**config.mk**
```make
export PLATFORM = sky130hd
export DESIGN_NAME = vdfi_cell
export DESIGN_NICKNAME = d
export VERILOG_FILES = /design/src/design/assert_macros.svh /design/src/design/vdfi_pkg.sv /design/src/design/vdfi_cell.sv
export SDC_FILE = /design/constraint.sdc
export NUM_CORES = 1
export LEC_CHECK = 0
export ABC_AREA = 1
export BUFFER_PORTS_ARGS = -buffer_cell sky130_fd_sc_hd__buf_2
export CAP_MARGIN = 20
export CORE_MARGIN = 2
export CORE_UTILIZATION = 30
export CTS_CLUSTER_SIZE = 40
export DETAILED_ROUTE_END_ITERATION = 16
export GPL_ROUTABILITY_DRIVEN = 0
export HOLD_SLACK_MARGIN = 0.15
export PLACE_DENSITY_LB_ADDON = 0.12
export SYNTH_ARGS = -nofsm -noshare
export SYNTH_HDL_FRONTEND = slang
export SYNTH_SLANG_ARGS = --single-unit
```
**constraint.sdc**
```tcl
create_clock -name clk -period 3.3 [get_ports clk]
set_input_delay 0.66 -clock clk [delete_from_list [all_inputs] [get_ports clk]]
set_output_delay 0.66 -clock clk [all_outputs]
set_load 0.01 [all_outputs]
```
**src/design/assert_macros.svh**
```systemverilog
`ifndef ASSERT_MACROS_SVH
`define ASSERT_MACROS_SVH

// concurrent check on clk, off during rst
`define VDFI_ASSERT(lbl, prop, msg) \
  lbl: assert property (@(posedge clk) disable iff (rst) (prop)) else $error(msg);

// implication form
`define VDFI_ASSERT_IMP(lbl, ante, cons, msg) \
  lbl: assert property (@(posedge clk) disable iff (rst) (ante) |-> (cons)) else $error(msg);

// next-cycle implication form
`define VDFI_ASSERT_NXT(lbl, ante, cons, msg) \
  lbl: assert property (@(posedge clk) disable iff (rst) (ante) |=> (cons)) else $error(msg);

`endif

```
**src/design/vdfi_pkg.sv**
```systemverilog
`default_nettype none

package vdfi_pkg;

  localparam int POINT_DEPTH    = 256;
  localparam int FAN_DEPTH      = 256;
  localparam int MAX_FAN_POINTS = 8;

  localparam int FAN_POINT_LIMIT = (MAX_FAN_POINTS > 8) ? 8 : MAX_FAN_POINTS;

  localparam int PT_IDX_W  = $clog2(POINT_DEPTH);
  localparam int PT_CNT_W  = PT_IDX_W + 1;
  localparam int FAN_CNT_W = $clog2(FAN_DEPTH) + 1;
  localparam int KEY_W     = 24;

  typedef enum logic [1:0] {
    ST_IDLE,
    ST_CMP,
    ST_RES
  } st_t;

  typedef struct packed {
    logic       done;
    logic [7:0] number;
    logic [2:0] tertiary;
    logic [7:0] material;
    logic       full;
    logic [2:0] position;
  } fan_rec_t;

endpackage

`default_nettype wire

```
**src/design/vdfi_cell.sv**
```systemverilog
`default_nettype none

module vdfi_cell (
  input  wire logic                      clk,
  input  wire logic                      rst,
  input  wire logic [vdfi_pkg::KEY_W-1:0] key,
  input  wire logic                      cmp_en,
  input  wire logic                      append,
  input  wire logic                      prev_valid,
  output logic                           valid,
  output logic                           match
);

  logic [vdfi_pkg::KEY_W-1:0] entry;

  // first empty cell in the row takes the appended vertex
  always_ff @(posedge clk) begin
    if (rst) begin
      valid <= 1'b0;
    end else if (append && prev_valid && !valid) begin
      valid <= 1'b1;
    end
  end

  always_ff @(posedge clk) begin
    if (append && prev_valid && !valid) begin
      entry <= key;
    end
  end

  always_ff @(posedge clk) begin
    if (rst) begin
      match <= 1'b0;
    end else if (cmp_en) begin
      match <= valid && (entry == key);
    end
  end

endmodule

`default_nettype wire

```
==> results by stage <==
Critical path:
- On the critical path, the stage with the largest delay is an instance of sky130_fd_sc_hd__nor2_2.
- The maximum fanout along the worst path is 14.
- Data on the critical path arrives at its endpoint at 1.58 ns.
- The buffering stage count on the worst path with inverters included is 2.
- The critical path goes through buf_2 -> nand2_1 -> nor2_2 -> buf_4.
- The highest cell delay on the worst timing path is 0.45 ns.
- The required time of the critical path is 3.27 ns.
- In this run the worst setup path begins at append.
- The beginning of the worst register-to-register path is valid.
- The kind of end point of the critical path is a flop.
- The start-to-end type of the worst setup path is input pin to flop.
- The launching element type of the critical path is an input pin.
- Broken down by cell family, the worst path's largest delay share belongs to simple AND/OR/NAND/NOR gates.

Floorplan:
- The die extent in x is 67.74 um.
- The effective utilization at floorplan is 30.91%.
- The I/O pin total is 31.
- The die footprint is 4588 um2.
- The placement row count is 23.
- In this run the vertical extent of the chip is 67.74 um.
- The area of the core is 3943 um2.

Detailed routing:
- The number of nets with antenna violations after detailed routing is 0.
- The first-pass iteration count of the detailed router is 4.
- The number of vias per cell is 4.023.
- For this run, design rule violations remaining after detail routing come to 0.
- The average wire per standard cell is 9.357 um.
- The routed layout has 889 vias.
- The number of violations reported at the end of detailed-routing iteration 0 is 25.
- After detailed routing, the total wire length is 2068 um.

Synth:
- The synthesized design contains 26 register bits.
- The number of nets handed over by synthesis was 165.
- Yosys mapped the design onto 12 distinct sky130hd cell types.
- For this run, the register share of the synthesized area comes to 62.42%.
- The post-synthesis instance area is 1219 um2.
- The synthesized area divided by synthesized cell count is 8.961 um2.
- Counting every instance in the synthesized netlist gives 136.
- The number of warning messages in the yosys log is 0.

Final layout:
- Cells fill 37.96% of the core in the end.
- The layout has 393 filler cells.
- In the final layout, the share of cells above drive strength 1 is 21.64%.
- The most common library cell in the layout ignoring fill and taps is sky130_fd_sc_hd__nand2_1.
- From synthesis to final layout, the design area changed by 22.79%.
- The top cell types in the final layout, fill and taps aside, are sky130_fd_sc_hd__nand2_1 (38), sky130_fd_sc_hd__buf_2 (30), sky130_fd_sc_hd__inv_1 (29).
- The number of standard cells in the layout, taps in and fillers out is 221.
- The antenna cell count is 0.
- The net total in the final layout is 201.

Clock network:
- TritonCTS created 3 clock buffers.
- The total setup buffers inserted after CTS is 0.
- In this run the deepest clock path goes through 2 buffers.
- The number of buffers added to fix hold violations after cts is 0.
- For the worst-skew pair, the clock arrives at the later sink with an insertion delay of 0.26 ns.
- Clock-pin slew was measured on the worst setup and hold paths at 0.09 ns.
- The CTS tree is yes.
- The number of cells upsized or downsized after cts is 0.
- The clock net in this run drives a total of 26 sinks.
- In this run the number of H-tree levels came out at 1.
- In this run the clock root is driven by a sky130_fd_sc_hd__clkbuf_8.

Timing:
- The number of setup violations in the final report is 0.
- The hold slack is 0.4855 ns.
- The total count of hold-check failures in the final report is 0.
- For the pin with the worst max-slew slack, the measured transition is 0.5841 ns.
- Timing would allow up to 619.7 MHz.
- On the final layout, the worst clock skew is 0.0006503 ns.
- Setup repair after global routing left no endpoint under its margin.
- The worst slew margin relative to its limit is 61.02%.
- The max-slew violation count is 0.
- The minimum period implied by the final worst setup slack is 1.614 ns.
- In the final timing run, aggregate negative setup slack is 0 ns.
- The part of the cycle the worst path needs is 48.90%.

Power and ir drop:
- The leakage component of the power is 0.7247 nW.
- IR analysis of the VDD net gives a maximum drop of 0.1803 mV.
- The power per standard cell area is 433.8 nW/um2.

Global route:
- The initial antenna violation count came to 0.
- The largest net degree at the start of global routing is 15.
- The first global-routing pass estimated 3594 um of wire.
- Global routing used 10.47% of the available tracks.
- The total grt overflow is 0.
- The via count of the first global-routing pass came to 887.

Flow run:
- The count of maximum capacitance violations is 0.

Place:
- During placement, the flow inserted port buffers numbering 30.
- The HPWL reported at the end of detailed placement is 1647 um.
- In this run, placement finished with an instance count of 217.

Hold path:
- The startpoint identified for the worst hold timing path is match.
- The min-delay analysis places its worst path in the category flop to flop.

Run status:
- The run finished with clean final reports.
## routing by layer
metal / track usage (%) / share of wire, % / vias up
met5: 0 / 0 / -
met4: 4.592 / 1.1 / 0
met3: 2.167 / 3.5 / 2
met2: 17.65 / 46 / 13
met1: 12.86 / 49 / 389
li1: - / - / 485
## final cells by class
class	instances	area (um2)	share of cell area, %
well taps	50	62.56	4.181
multi-input cells	81	351.6	23.49
clock buffers	4	55.05	3.679
flip-flops and latches	26	760.7	50.84
repair buffers	31	157.7	10.54
inverters	29	108.9	7.274
## cells by family after synthesis
| logic type | count (synthesis) | synth area share [%] |
|---|---|---|
| DFF | 26 | 62.42 |
| xor gates and xnor gates | 5 | 3.594 |
| and+or+nand+nor | 67 | 21.05 |
| buffers and inverters | 29 | 8.932 |
| AOI/OAI and AO/OA | 9 | 4.004 |
## metrics by stage
stage	total power [mW]	setup WS [ns]	cell area, um2
after floorplan	0.4237	1.129	1219
after global placement	0.4552	1.356	1441
after detailed placement	0.4569	1.370	1441
after CTS	0.6609	1.639	1496
after global routing	0.6860	1.587	1496
final	0.6492	1.686	1496
## flip-flops by register name (all words and copies together), names as in the netlist
signal and flops:
match 1, valid 1, entry 24
## path summary, 6_finish.rpt
path               endpoint  slack, ns  cells past startpoint
setup / recovery  entry[22]       1.69                      4
hold / removal        match       0.49                      2
setup reg to reg  entry[22]       1.84                      2
hold reg to reg       match       0.49                      2
## tightest hold or removal path, delay by kind of cell (launching register included)
kind | cells | cell delay [ns]
AND/OR/NAND/NOR | 1 | 0.08
flip-flops | 1 | 0.31
AO/OA/AOI/OAI | 1 | 0.05
## cells in the mapped netlist
library cell / n / area (um2)
sky130_fd_sc_hd__a21oi_1: 1 / 5.000
sky130_fd_sc_hd__a21oi_2: 1 / 8.760
sky130_fd_sc_hd__nand3_1: 4 / 20.02
sky130_fd_sc_hd__edfxtp_1: 24 / 720.7
sky130_fd_sc_hd__nand2_1: 38 / 142.6
sky130_fd_sc_hd__o21ai_1: 2 / 10.01
sky130_fd_sc_hd__nor2_1: 25 / 93.84
sky130_fd_sc_hd__xor2_1: 3 / 26.28
sky130_fd_sc_hd__dfxtp_1: 2 / 40.04
sky130_fd_sc_hd__xnor2_1: 2 / 17.52
sky130_fd_sc_hd__o21ai_0: 5 / 25.02
sky130_fd_sc_hd__inv_1: 29 / 108.9
## where the power goes
group / switching [mW] / internal (mW) / total (mW)
Sequential: 0.00582 / 0.377 / 0.382
Combinational: 0.0373 / 0.0285 / 0.0658
Clock: 0.0946 / 0.106 / 0.201
Total: 0.138 / 0.511 / 0.649
No activity file was read; power rests on OpenSTA's default activity.
