<file path="src/design/assert_macros.svh">
`ifndef ASSERT_MACROS_SVH
`define ASSERT_MACROS_SVH

// concurrent check on clk, off during rst
`define VDFI_ASSERT(lbl, prop, msg) \
  lbl: assert property (@(posedge clk) disable iff (rst) (prop)) else $error(msg);

// implication form
`define VDFI_ASSERT_IMP(lbl, ante, cons, msg) \
  lbl: assert property (@(posedge clk) disable iff (rst) (ante) |-> (cons)) else $error(msg);

// next-cycle implication form
`define VDFI_ASSERT_NXT(lbl, ante, cons, msg) \
  lbl: assert property (@(posedge clk) disable iff (rst) (ante) |=> (cons)) else $error(msg);

`endif

</file>
<file path="src/design/vdfi_pkg.sv">
`default_nettype none

package vdfi_pkg;

  localparam int POINT_DEPTH    = 256;
  localparam int FAN_DEPTH      = 256;
  localparam int MAX_FAN_POINTS = 8;

  localparam int FAN_POINT_LIMIT = (MAX_FAN_POINTS > 8) ? 8 : MAX_FAN_POINTS;

  localparam int PT_IDX_W  = $clog2(POINT_DEPTH);
  localparam int PT_CNT_W  = PT_IDX_W + 1;
  localparam int FAN_CNT_W = $clog2(FAN_DEPTH) + 1;
  localparam int KEY_W     = 24;

  typedef enum logic [1:0] {
    ST_IDLE,
    ST_CMP,
    ST_RES
  } st_t;

  typedef struct packed {
    logic       done;
    logic [7:0] number;
    logic [2:0] tertiary;
    logic [7:0] material;
    logic       full;
    logic [2:0] position;
  } fan_rec_t;

endpackage

`default_nettype wire

</file>
<file path="src/design/vdfi_fan_ctl.sv">
`default_nettype none

module vdfi_fan_ctl (
  input  wire logic             clk,
  input  wire logic             rst,
  input  wire logic             step,
  input  wire logic             fan_end,
  input  wire logic [7:0]       material,
  output vdfi_pkg::fan_rec_t    rec
);

  logic [2:0]                     position;
  logic [vdfi_pkg::FAN_CNT_W-1:0] fan_count;
  logic                           fans_full;

  assign fans_full = (fan_count == vdfi_pkg::FAN_CNT_W'(vdfi_pkg::FAN_DEPTH));

  always_comb begin
    rec          = '0;
    rec.position = position;
    if (fan_end) begin
      rec.done     = 1'b1;
      rec.tertiary = (position != 3'd0) ? position - 3'd1 : 3'd0;
      rec.material = material;
      rec.full     = fans_full;
      rec.number   = fans_full ? 8'd0 : fan_count[7:0];
    end
  end

  always_ff @(posedge clk) begin
    if (rst) begin
      position  <= '0;
      fan_count <= '0;
    end else if (step) begin
      if (fan_end) begin
        position <= '0;
        if (!fans_full) begin
          fan_count <= fan_count + 1'b1;
        end
      end else if (position < 3'(vdfi_pkg::FAN_POINT_LIMIT - 1)) begin
        position <= position + 3'd1;
      end
    end
  end

endmodule

`default_nettype wire
</file>
<file path="config.mk">
export PLATFORM = sky130hd
export DESIGN_NAME = vdfi_fan_ctl
export DESIGN_NICKNAME = d
export VERILOG_FILES = /design/src/design/assert_macros.svh /design/src/design/vdfi_pkg.sv /design/src/design/vdfi_fan_ctl.sv
export SDC_FILE = /design/constraint.sdc
export NUM_CORES = 1
export LEC_CHECK = 0
export BUFFER_PORTS_ARGS = -buffer_cell sky130_fd_sc_hd__buf_2
export CAP_MARGIN = 30
export CELL_PAD_IN_SITES_DETAIL_PLACEMENT = 2
export CELL_PAD_IN_SITES_GLOBAL_PLACEMENT = 2
export CORE_MARGIN = 2
export CORE_UTILIZATION = 25
export DETAILED_ROUTE_END_ITERATION = 12
export PLACE_DENSITY = 0.83
export SYNTH_ARGS = -nofsm -noshare
export SYNTH_HDL_FRONTEND = slang
export SYNTH_SLANG_ARGS = --single-unit
export TNS_END_PERCENT = 1
</file>
<file path="constraint.sdc">
create_clock -name clk -period 1.7 [get_ports clk]
set_input_delay 0.34 -clock clk [delete_from_list [all_inputs] [get_ports clk]]
set_output_delay 0.34 -clock clk [all_outputs]
set_load 0.03 [all_outputs]
</file>
==> results of run 1 <==
==> critical path, cell delays in order (launching register included) <==
cell	delay [ns]
dfxtp_2	0.33
inv_2	0.07
ha_4	0.12
and4bb_1	0.24
nand2_2	0.11
and3_4	0.21
buf_6	0.13
==> routing by layer <==
layer | track usage, % | share of wire, % | vias up
li1 | - | - | 462
met2 | 34.4 | 52 | 41
met1 | 18.6 | 39 | 470
met5 | 0 | 0 | -
met4 | 8.21 | 1.2 | 0
met3 | 2.28 | 7.5 | 2
==> cell families after synthesis <==
| logic type | synth area share, % |
|---|---|
| multiplexers | 3.71 |
| AO/OA/AOI/OAI | 15.9 |
| adder cells (fa/ha/maj) | 8.92 |
| flip-flops | 28.5 |
| buffers and inverters | 8.92 |
| AND/OR/NAND/NOR | 34.0 |
==> cell usage after synthesis (2+ instances only) <==
library cell | count | area (um2)
buf_2 | 2 | 10.0
a221oi_1 | 2 | 17.5
o31ai_1 | 4 | 30.0
nand2_1 | 5 | 18.8
and2_1 | 13 | 81.3
nor2_1 | 6 | 22.5
or4_1 | 3 | 22.5
mux2i_1 | 2 | 20.0
ha_1 | 6 | 75.1
a21oi_1 | 8 | 40.0
or3_1 | 3 | 18.8
dfxtp_1 | 12 | 240
nand3_1 | 3 | 15.0
and3_1 | 2 | 12.5
o21ai_0 | 5 | 25.0
inv_1 | 11 | 41.3
nand2b_1 | 2 | 12.5
==> sequential cells by signal, summed over array words and instances, names as in the netlist <==
register	cells
position	3
fan_count	9
==> what timing repair did <==
action                                  4_1_cts  5_1_grt
hold buffers                                  0        0
endpoints found under the setup margin        6       10
pin swaps                                     5        3
setup buffers                                 8        2
endpoints found under the hold margin         0        0
resized for setup                            30        1
==> final timing paths <==
path / to / startpoint / cells past startpoint
hold reg to reg: fan_count[8] / fan_count[8] / 2
setup / recovery: rec[16] / fan_count[0] / 6
setup reg to reg: fan_count[8] / fan_count[0] / 7
hold / removal: position[0] / step / 2
==> final cells by class <==
type	count	area, um2
repair buffers	52	334
clock buffers	4	36.3
fillers	393	1970
flip-flops and latches	12	248
well taps	46	57.6
multi-input cells	75	594
inverters	11	43.8
==> stage by stage <==
step,setup WS (ns),hold WS [ns]
6_report,-0.162,0.359
5_1_grt,-0.218,0.386
4_1_cts,-0.116,0.368
3_5_place_dp,0.110,0.477
3_3_place_gp,0.125,0.456
2_1_floorplan,0.0446,0.447
==> power groups by stage <==
stage / registers [mW] / clock network, mW / logic, mW
final: 0.294 / 0.254 / 0.172
after global routing: 0.295 / 0.272 / 0.189
after CTS: 0.294 / 0.256 / 0.160
after detailed placement: 0.299 / 0 / 0.129
after global placement: 0.298 / 0 / 0.125
after floorplan: 0.304 / 0 / 0.0802
==> metrics.yaml, run 1 <==
crit_arrival_ns: 1.52
slew_headroom_pct: 77.5
clockBufferDepth: 2
numCtsBuffers: 3
synth-main-ff-cell: "dfxtp_1"
port_buffers: 35
layout_common_cells: "buf_2 (30), buf_4 (17), and2_1 (12), a21oi_1 (8), dfxtp_1 (8)"
cts-root-buf: "clkbuf_4"
fin_util_pct: 40.0
fin_cells: 200
drc: 0
grt_pass1_wl_um: 4790
seq_area_frac_synth_pct: 28.5
slew_violations: 0
max_clock_freq_mhz: 537
layout.nets: 173
gp_congestion: 0.776
power_frac_seq_pct: 40.9
drt_iter0_drc: 33
post_drt_via_cell_ratio: 4.88
period_needed_ns: 1.86
die_x_um: 62.0
vias: 975
grt_max_degree: 15
antenna_cells: 0
regToRegSetupSlack_ns: -0.12
wl_per_cell_um: 16.7
critPathMaxFanout: 3
rows: 21
p_comb_share_pct: 23.9
ioPinCount: 36
place_area_mm2: 0.00111
drt_first_pass_iters: 4
path_clk_slew_ns: 0.09
grt.total_usage_pct: 17.7
synth_edf_count: 0
ys_seq_elements: 12
design.die.area_mm2: 0.00385
synth_cells: 103
syn_nets: 121
outcome: "finished, violations left"
fin_skew_ns: 0.00134
synth.distinct_cells: 31
synthArstFlopShare_pct: 0
violations: "negative setup slack"
stdcell_area_mm2: 0.00131
required_ns: 1.36
numClockSinks: 12
fin_crit_sh_pct: 110
p_sw_share_pct: 31.4
worst_pin_slew_ns: 0.337
dpl.cell_count: 186
htree_levels: 1
cts_tree: "yes"
cap_violations: 0
syn_to_final_growth_pct: 56.0
die_h_um: 62.0
setup_viol: 8
crit_path_end_kind: "output pin"
initial_utilization_pct: 25.6
routed_wirelength_um: 3340
p_leak_nw: 0.590
netlist_area_um2: 842
p_clk_share_pct: 35.2
ant_nets: 0
min_path_type: "in -> reg"
p_per_area_mw_per_mm2: 547
final-hold-violation-count: 0
ys.warnings.count: 0
cp-start-kind: "flip-flop"
grt_pass1_vias: 977
p_total_mw: 0.719
clock_latency_ns: 0.30
final_common_cell: "buf_2"
syn_avg_cell_area_um2: 8.18
gr-total-overflow: 0
internal-power_mw: 0.494
p_switching_mw: 0.226
irDropWorstVdd_mv: 0.189
rsz0062_at_grt: "true"
timing_worst_setup_path_type: "reg -> out"
detailed_place_hpwl_um: 2180
layout-drive-gt1-share_pct: 51.9
antenna_found_initial: 0
setup_tns_ns: -0.618
coreArea_mm2: 0.00328
layout_setup_ws_ns: -0.162
Power figures use the tool's default switching activity.
==> inputs of run 2 (changes only) <==
CELL_PAD_IN_SITES_DETAIL_PLACEMENT = not set   (was 2)
CELL_PAD_IN_SITES_GLOBAL_PLACEMENT = not set   (was 2)
CORE_UTILIZATION = 35   (was 25)
PLACE_DENSITY = 0.68   (was 0.83)
==> run 2 against run 1 <==
Against the previous run:
- the run still ends with negative setup slack left
- critical path type unchanged
- maximum frequency rose by 4.5%
- largest power group unchanged
- clock skew rose by 0.0015 ns
- routed wire length fell by 30%
- sequential share of layout area rose by 0.82 points
- utilization rose by 16 points
- combinational power fell by 5%
- critical endpoint is now rec[15]
- global-route usage rose by 0.45 points
- hold slack improved by 0.033 ns
- register-to-register slack improved by 0.12 ns
- die area fell by 27%
- total power fell by 12%
- clock power fell by 30%
==> metrics.yaml, run 2 (synthesis results as in run 1) <==
rsz0062_at_grt: "true"
post_drt_via_cell_ratio: 5.13  # +5.3%
gp_congestion: 0.784  # +1.1%
violations: "negative setup slack"
fin_util_pct: 56.4  # +16 points
numClockSinks: 12  # unchanged
path_buf_inv: 2  # unchanged
vias: 924  # -5.2%
cts-root-buf: "clkbuf_4"
grt_pass1_vias: 839  # -14%
coreArea_mm2: 0.00223  # -32%
wl_per_cell_um: 13.0  # -22%
ioPinCount: 36  # unchanged
path_clk_slew_ns: 0.07  # -0.02 ns
numCtsBuffers: 3  # unchanged
largest_register_ffs: 9  # unchanged
syn_to_final_growth_pct: 49.5
p_leak_nw: 0.571  # -3.3%
cts_tree: "yes"
place_area_mm2: 0.00108  # -2.7%
gr-total-overflow: 0  # unchanged
slew_violations: 0  # unchanged
slowest_delay_ns: 0.33  # about the same
detailed_place_hpwl_um: 1600  # -27%
worst_pin_slew_ns: 0.354  # +0.0170 ns
cap_violations: 0  # unchanged
crit_slowest_cell: "dfxtp_2"
antenna_cells: 0  # unchanged
critPathMaxFanout: 3  # unchanged
initial_utilization_pct: 37.7  # +12 points
irDropWorstVdd_mv: 0.419  # +120%
grt.total_usage_pct: 18.2  # +0.45 points
timing_worst_setup_path_type: "reg -> out"
reg_top3: "fan_count: 9 flops, position: 3 flops"
setup_viol: 3  # -5
final_common_cell: "buf_2"
grt_pass1_wl_um: 3700  # -23%
stdcell_area_mm2: 0.00126  # -4.2%
cp-start-kind: "flip-flop"
layout_common_cells: "buf_2 (29), buf_4 (17), and2_1 (13), a21oi_1 (8), dfxtp_1 (8)"
p_per_area_mw_per_mm2: 504  # -8.0%
design.die.area_mm2: 0.00281  # -27%
clockBufferDepth: 2  # unchanged
required_ns: 1.36  # about the same
max_clock_freq_mhz: 561  # +4.5%
crit_arrival_ns: 1.44  # -0.08 ns
htree_levels: 1  # unchanged
layout_setup_ws_ns: -0.0817  # +0.0798 ns
period_needed_ns: 1.78  # -0.0798 ns
final-hold-violation-count: 0  # unchanged
die_x_um: 53.1  # -14%
drt_first_pass_iters: 4  # unchanged
layout-drive-gt1-share_pct: 49.3  # -2.6 points
path_cells: "inv_2, ha_4, and4bb_1, nand2_2, and3_4, buf_6"
clock_latency_ns: 0.27  # -0.03 ns
port_buffers: 35  # unchanged
crit_family: "simple AND/OR/NAND/NOR gates"
fin_skew_ns: 0.00283  # +0.00149 ns
rows: 17  # -19%
layout.nets: 172  # -0.58%
min_path_type: "in -> reg"
hold_buffers: 0  # unchanged
antenna_found_initial: 0  # unchanged
drc: 0  # unchanged
crit_path_end_kind: "output pin"
slew_headroom_pct: 76.2  # -1.3 points
largest-register: "fan_count"
outcome: "finished, violations left"
ant_nets: 0  # unchanged
die_h_um: 53.1  # -14%
drt_iter0_drc: 26  # -21%
routed_wirelength_um: 2340  # -30%
setup_tns_ns: -0.218  # +0.400 ns
grt_max_degree: 15  # unchanged
fin_crit_sh_pct: 105  # -4.7 points
[run 2: power breakdown]
part	switching (mW)	internal (mW)
registers	0.00687	0.287
clock network	0.0947	0.0821
logic	0.0888	0.0752
total	0.190	0.444
[run 2: through the flow]
step / hold WS, ns / total power, mW / setup WS [ns] / instances
global route: 0.396 / 0.672 / -0.174 / 180
finish: 0.392 / 0.634 / -0.0817 / 180
CTS: 0.395 / 0.631 / -0.0328 / 180
floorplan: 0.447 / 0.384 / 0.0446 / 103
global placement: 0.457 / 0.422 / 0.163 / 167
detailed placement: 0.469 / 0.424 / 0.138 / 167
[run 2: area by class of cell]
type | count | area (um2)
Tap cell | 28 | 35.0
Inverter | 11 | 43.8
Clock buffer | 3 | 22.5
Fill cell | 224 | 975
Timing Repair Buffer | 51 | 329
Sequential cell | 12 | 248
Multi-Input combinational cell | 75 | 581
[run 2: metal layers]
metal	track usage, %	part of all wire, %	routed length [um]	vias to the layer above
met5	0	0	0	-
met4	9.40	1.8	42	0
met3	2.54	5.7	133	5
met2	34.2	52	1220	33
met1	19.4	40	948	425
li1	-	-	-	461
[run 2: worst register-to-register path, cell delays in order (launching register included)]
cell,delay [ns]
dfxtp_2,0.34
inv_2,0.05
buf_4,0.12
buf_4,0.12
buf_4,0.12
buf_4,0.12
buf_4,0.12
buf_4,0.12
buf_4,0.12
buf_4,0.12
buf_4,0.12
nor2_1,0.08
mux2_1,0.12
[run 2: final timing paths]
kind,slack (ns),depth (start not counted),to,startpoint
max,-0.08,6,rec[15],fan_count[0]
min,0.39,2,position[0],step
max reg2reg,0,12,fan_count[0],fan_count[0]
min reg2reg,0.50,2,fan_count[8],fan_count[8]
[run 2: timing repair]
action,in CTS,in global routing
pin swaps,5,0
gates resized for setup,21,8
setup buffers,10,0
endpoints found under the setup margin,6,7
==> inputs of run 3 (changes only) <==
RECOVER_POWER = 50   (was not set)
==> run 3 against run 2 <==
Against the previous run:
- the flow still finishes with violations (negative setup slack)
- final cell count is the same
- first-iteration DRC count stayed put
- sequential share of layout area is 0.098 points higher
- routed wire length unchanged
- sequential power hardly changed
- hold slack about the same
- utilization shrank 0.28 points
- cell area shrank 0.50%
- critical path depth did not move
==> metrics.yaml, run 3 (synthesis results as in run 1) <==
layout_common_cells: "buf_2 (23), buf_4 (16), and2_1 (13), a21oi_1 (8), dfxtp_1 (8)"
crit_path_end_kind: "output pin"
crit_start: "fan_count[0]"
layout.nets: 172  # unchanged
path_clk_slew_ns: 0.07  # about the same
timing_worst_setup_path_type: "reg -> out"
crit_slowest_cell: "dfxtp_2"
slowest_delay_ns: 0.33  # about the same
vias: 924  # unchanged
numCtsBuffers: 3  # unchanged
rsz0062_at_grt: "true"
violations: "negative setup slack"
initial_utilization_pct: 37.7  # unchanged
largest-register: "fan_count"
antenna_cells: 0  # unchanged
rows: 17  # unchanged
grt_max_degree: 15  # unchanged
ioPinCount: 36  # unchanged
hold_buffers: 0  # unchanged
outcome: "finished, violations left"
cp-start-kind: "flip-flop"
numClockSinks: 12  # unchanged
setup_viol: 3  # unchanged
coreArea_mm2: 0.00223  # unchanged
final-hold-violation-count: 0  # unchanged
worst_pin_slew_ns: 0.353  # -0.00161 ns
p_per_area_mw_per_mm2: 505  # +0.28%
die_h_um: 53.1  # unchanged
drt_first_pass_iters: 4  # unchanged
slew_headroom_pct: 76.3  # +0.11 points
clockBufferDepth: 2  # unchanged
period_needed_ns: 1.78  # -0.000144 ns
die_x_um: 53.1  # unchanged
p_leak_nw: 0.556  # -2.5%
irDropWorstVdd_mv: 0.419  # about the same
grt_pass1_wl_um: 3700  # unchanged
path_cells: "inv_2, ha_4, and4bb_1, nand2_2, and3_4, buf_6"
htree_levels: 1  # unchanged
crit_family: "simple AND/OR/NAND/NOR gates"
crit_arrival_ns: 1.44  # about the same
grt_pass1_vias: 839  # unchanged
syn_to_final_growth_pct: 48.7
post_drt_via_cell_ratio: 5.13  # unchanged
antenna_found_initial: 0  # unchanged
critPathMaxFanout: 3  # unchanged
fin_skew_ns: 0.00283  # +0.0000000200 ns
required_ns: 1.36  # about the same
reg2reg_to: "fan_count[0]"
whs_ns: 0.392  # +0.0000500 ns
design.die.area_mm2: 0.00281  # unchanged
largest_register_ffs: 9  # unchanged
worstReg2RegStart: "fan_count[0]"
clock_latency_ns: 0.27  # about the same
reg_top3: "fan_count: 9 flops, position: 3 flops"
detailed_place_hpwl_um: 1600  # unchanged
cap_violations: 0  # unchanged
final_common_cell: "buf_2"
fin_crit_sh_pct: 105  # about the same
layout_setup_ws_ns: -0.0816  # +0.000144 ns
max_clock_freq_mhz: 561  # about the same
ant_nets: 0  # unchanged
grt.total_usage_pct: 18.2  # unchanged
routed_wirelength_um: 2340  # unchanged
layout-drive-gt1-share_pct: 47.4  # -2.0 points
r2r_cells: 12  # unchanged
path_buf_inv: 2  # unchanged
cts_tree: "yes"
critical_path_depth: 6  # unchanged
slew_violations: 0  # unchanged
wl_per_cell_um: 13.0  # unchanged
port_buffers: 35  # unchanged
drc: 0  # unchanged
worstSetupEndpoint: "rec[15]"
drt_iter0_drc: 26  # unchanged
gr-total-overflow: 0  # unchanged
regToRegSetupSlack_ns: 0  # unchanged
gp_congestion: 0.784  # unchanged
cts-root-buf: "clkbuf_4"
min_path_type: "in -> reg"
fin_util_pct: 56.1  # -0.28 points
-- run 3: cell count changes in the layout (fill, tap and decap cells not counted), sizes merged --
cell / change
buf: -7
clkbuf: +7
-- run 3: cell type report --
class | instances | area [um2]
Fill cell | 227 | 981
Sequential cell | 12 | 248
Tap cell | 28 | 35.0
Clock buffer | 3 | 22.5
Multi-Input combinational cell | 75 | 581
Timing Repair Buffer | 51 | 323
Inverter | 11 | 43.8
-- run 3: where the power goes --
group	total [mW]	internal [mW]	switching, mW
clock	0.177	0.0821	0.0947
combinational	0.163	0.0737	0.0889
sequential	0.294	0.287	0.00694
total	0.633	0.442	0.190
-- run 3: worst register-to-register path, stage by stage (launching register included) --
cell     delay, ns
dfxtp_2       0.34
inv_2         0.05
buf_4         0.12
buf_4         0.12
buf_4         0.12
buf_4         0.12
buf_4         0.12
buf_4         0.12
buf_4         0.12
buf_4         0.12
buf_4         0.12
nor2_1        0.08
mux2_1        0.12
-- run 3: worst min-delay path by stage --
stage / cells past startpoint / endpoint / from
floorplan: 2 / fan_count[8] / fan_count[8]
global placement: 2 / fan_count[8] / fan_count[8]
detailed placement: 2 / fan_count[8] / fan_count[8]
CTS: 2 / position[0] / step
global route: 2 / position[0] / step
finish: 2 / position[0] / step
-- run 3: per-stage QoR --
stage | setup WS (ns) | total power, mW | cells | TNS [ns] | cell area, um2
after floorplan | 0.0446 | 0.384 | 103 | 0 | 857
after global placement | 0.163 | 0.422 | 167 | 0 | 1080
after detailed placement | 0.138 | 0.424 | 167 | 0 | 1080
after CTS | -0.0328 | 0.631 | 180 | -0.0593 | 1230
after global routing | -0.174 | 0.671 | 180 | -0.671 | 1250
final | -0.0816 | 0.633 | 180 | -0.217 | 1250
-- run 3: metal layers --
metal | part of all wire [%] | global-route usage, %
met1 | 41 | 19.4
met2 | 52 | 34.2
met3 | 5.6 | 2.54
met4 | 1.8 | 9.40
met5 | 0 | 0
-- run 3: repair_timing --
action / 4_1_cts / 5_1_grt
endpoints found under the setup margin: 6 / 7
resized for setup: 21 / 8
cloned: 0 / 0
setup buffers: 10 / 0
pin swaps: 5 / 0
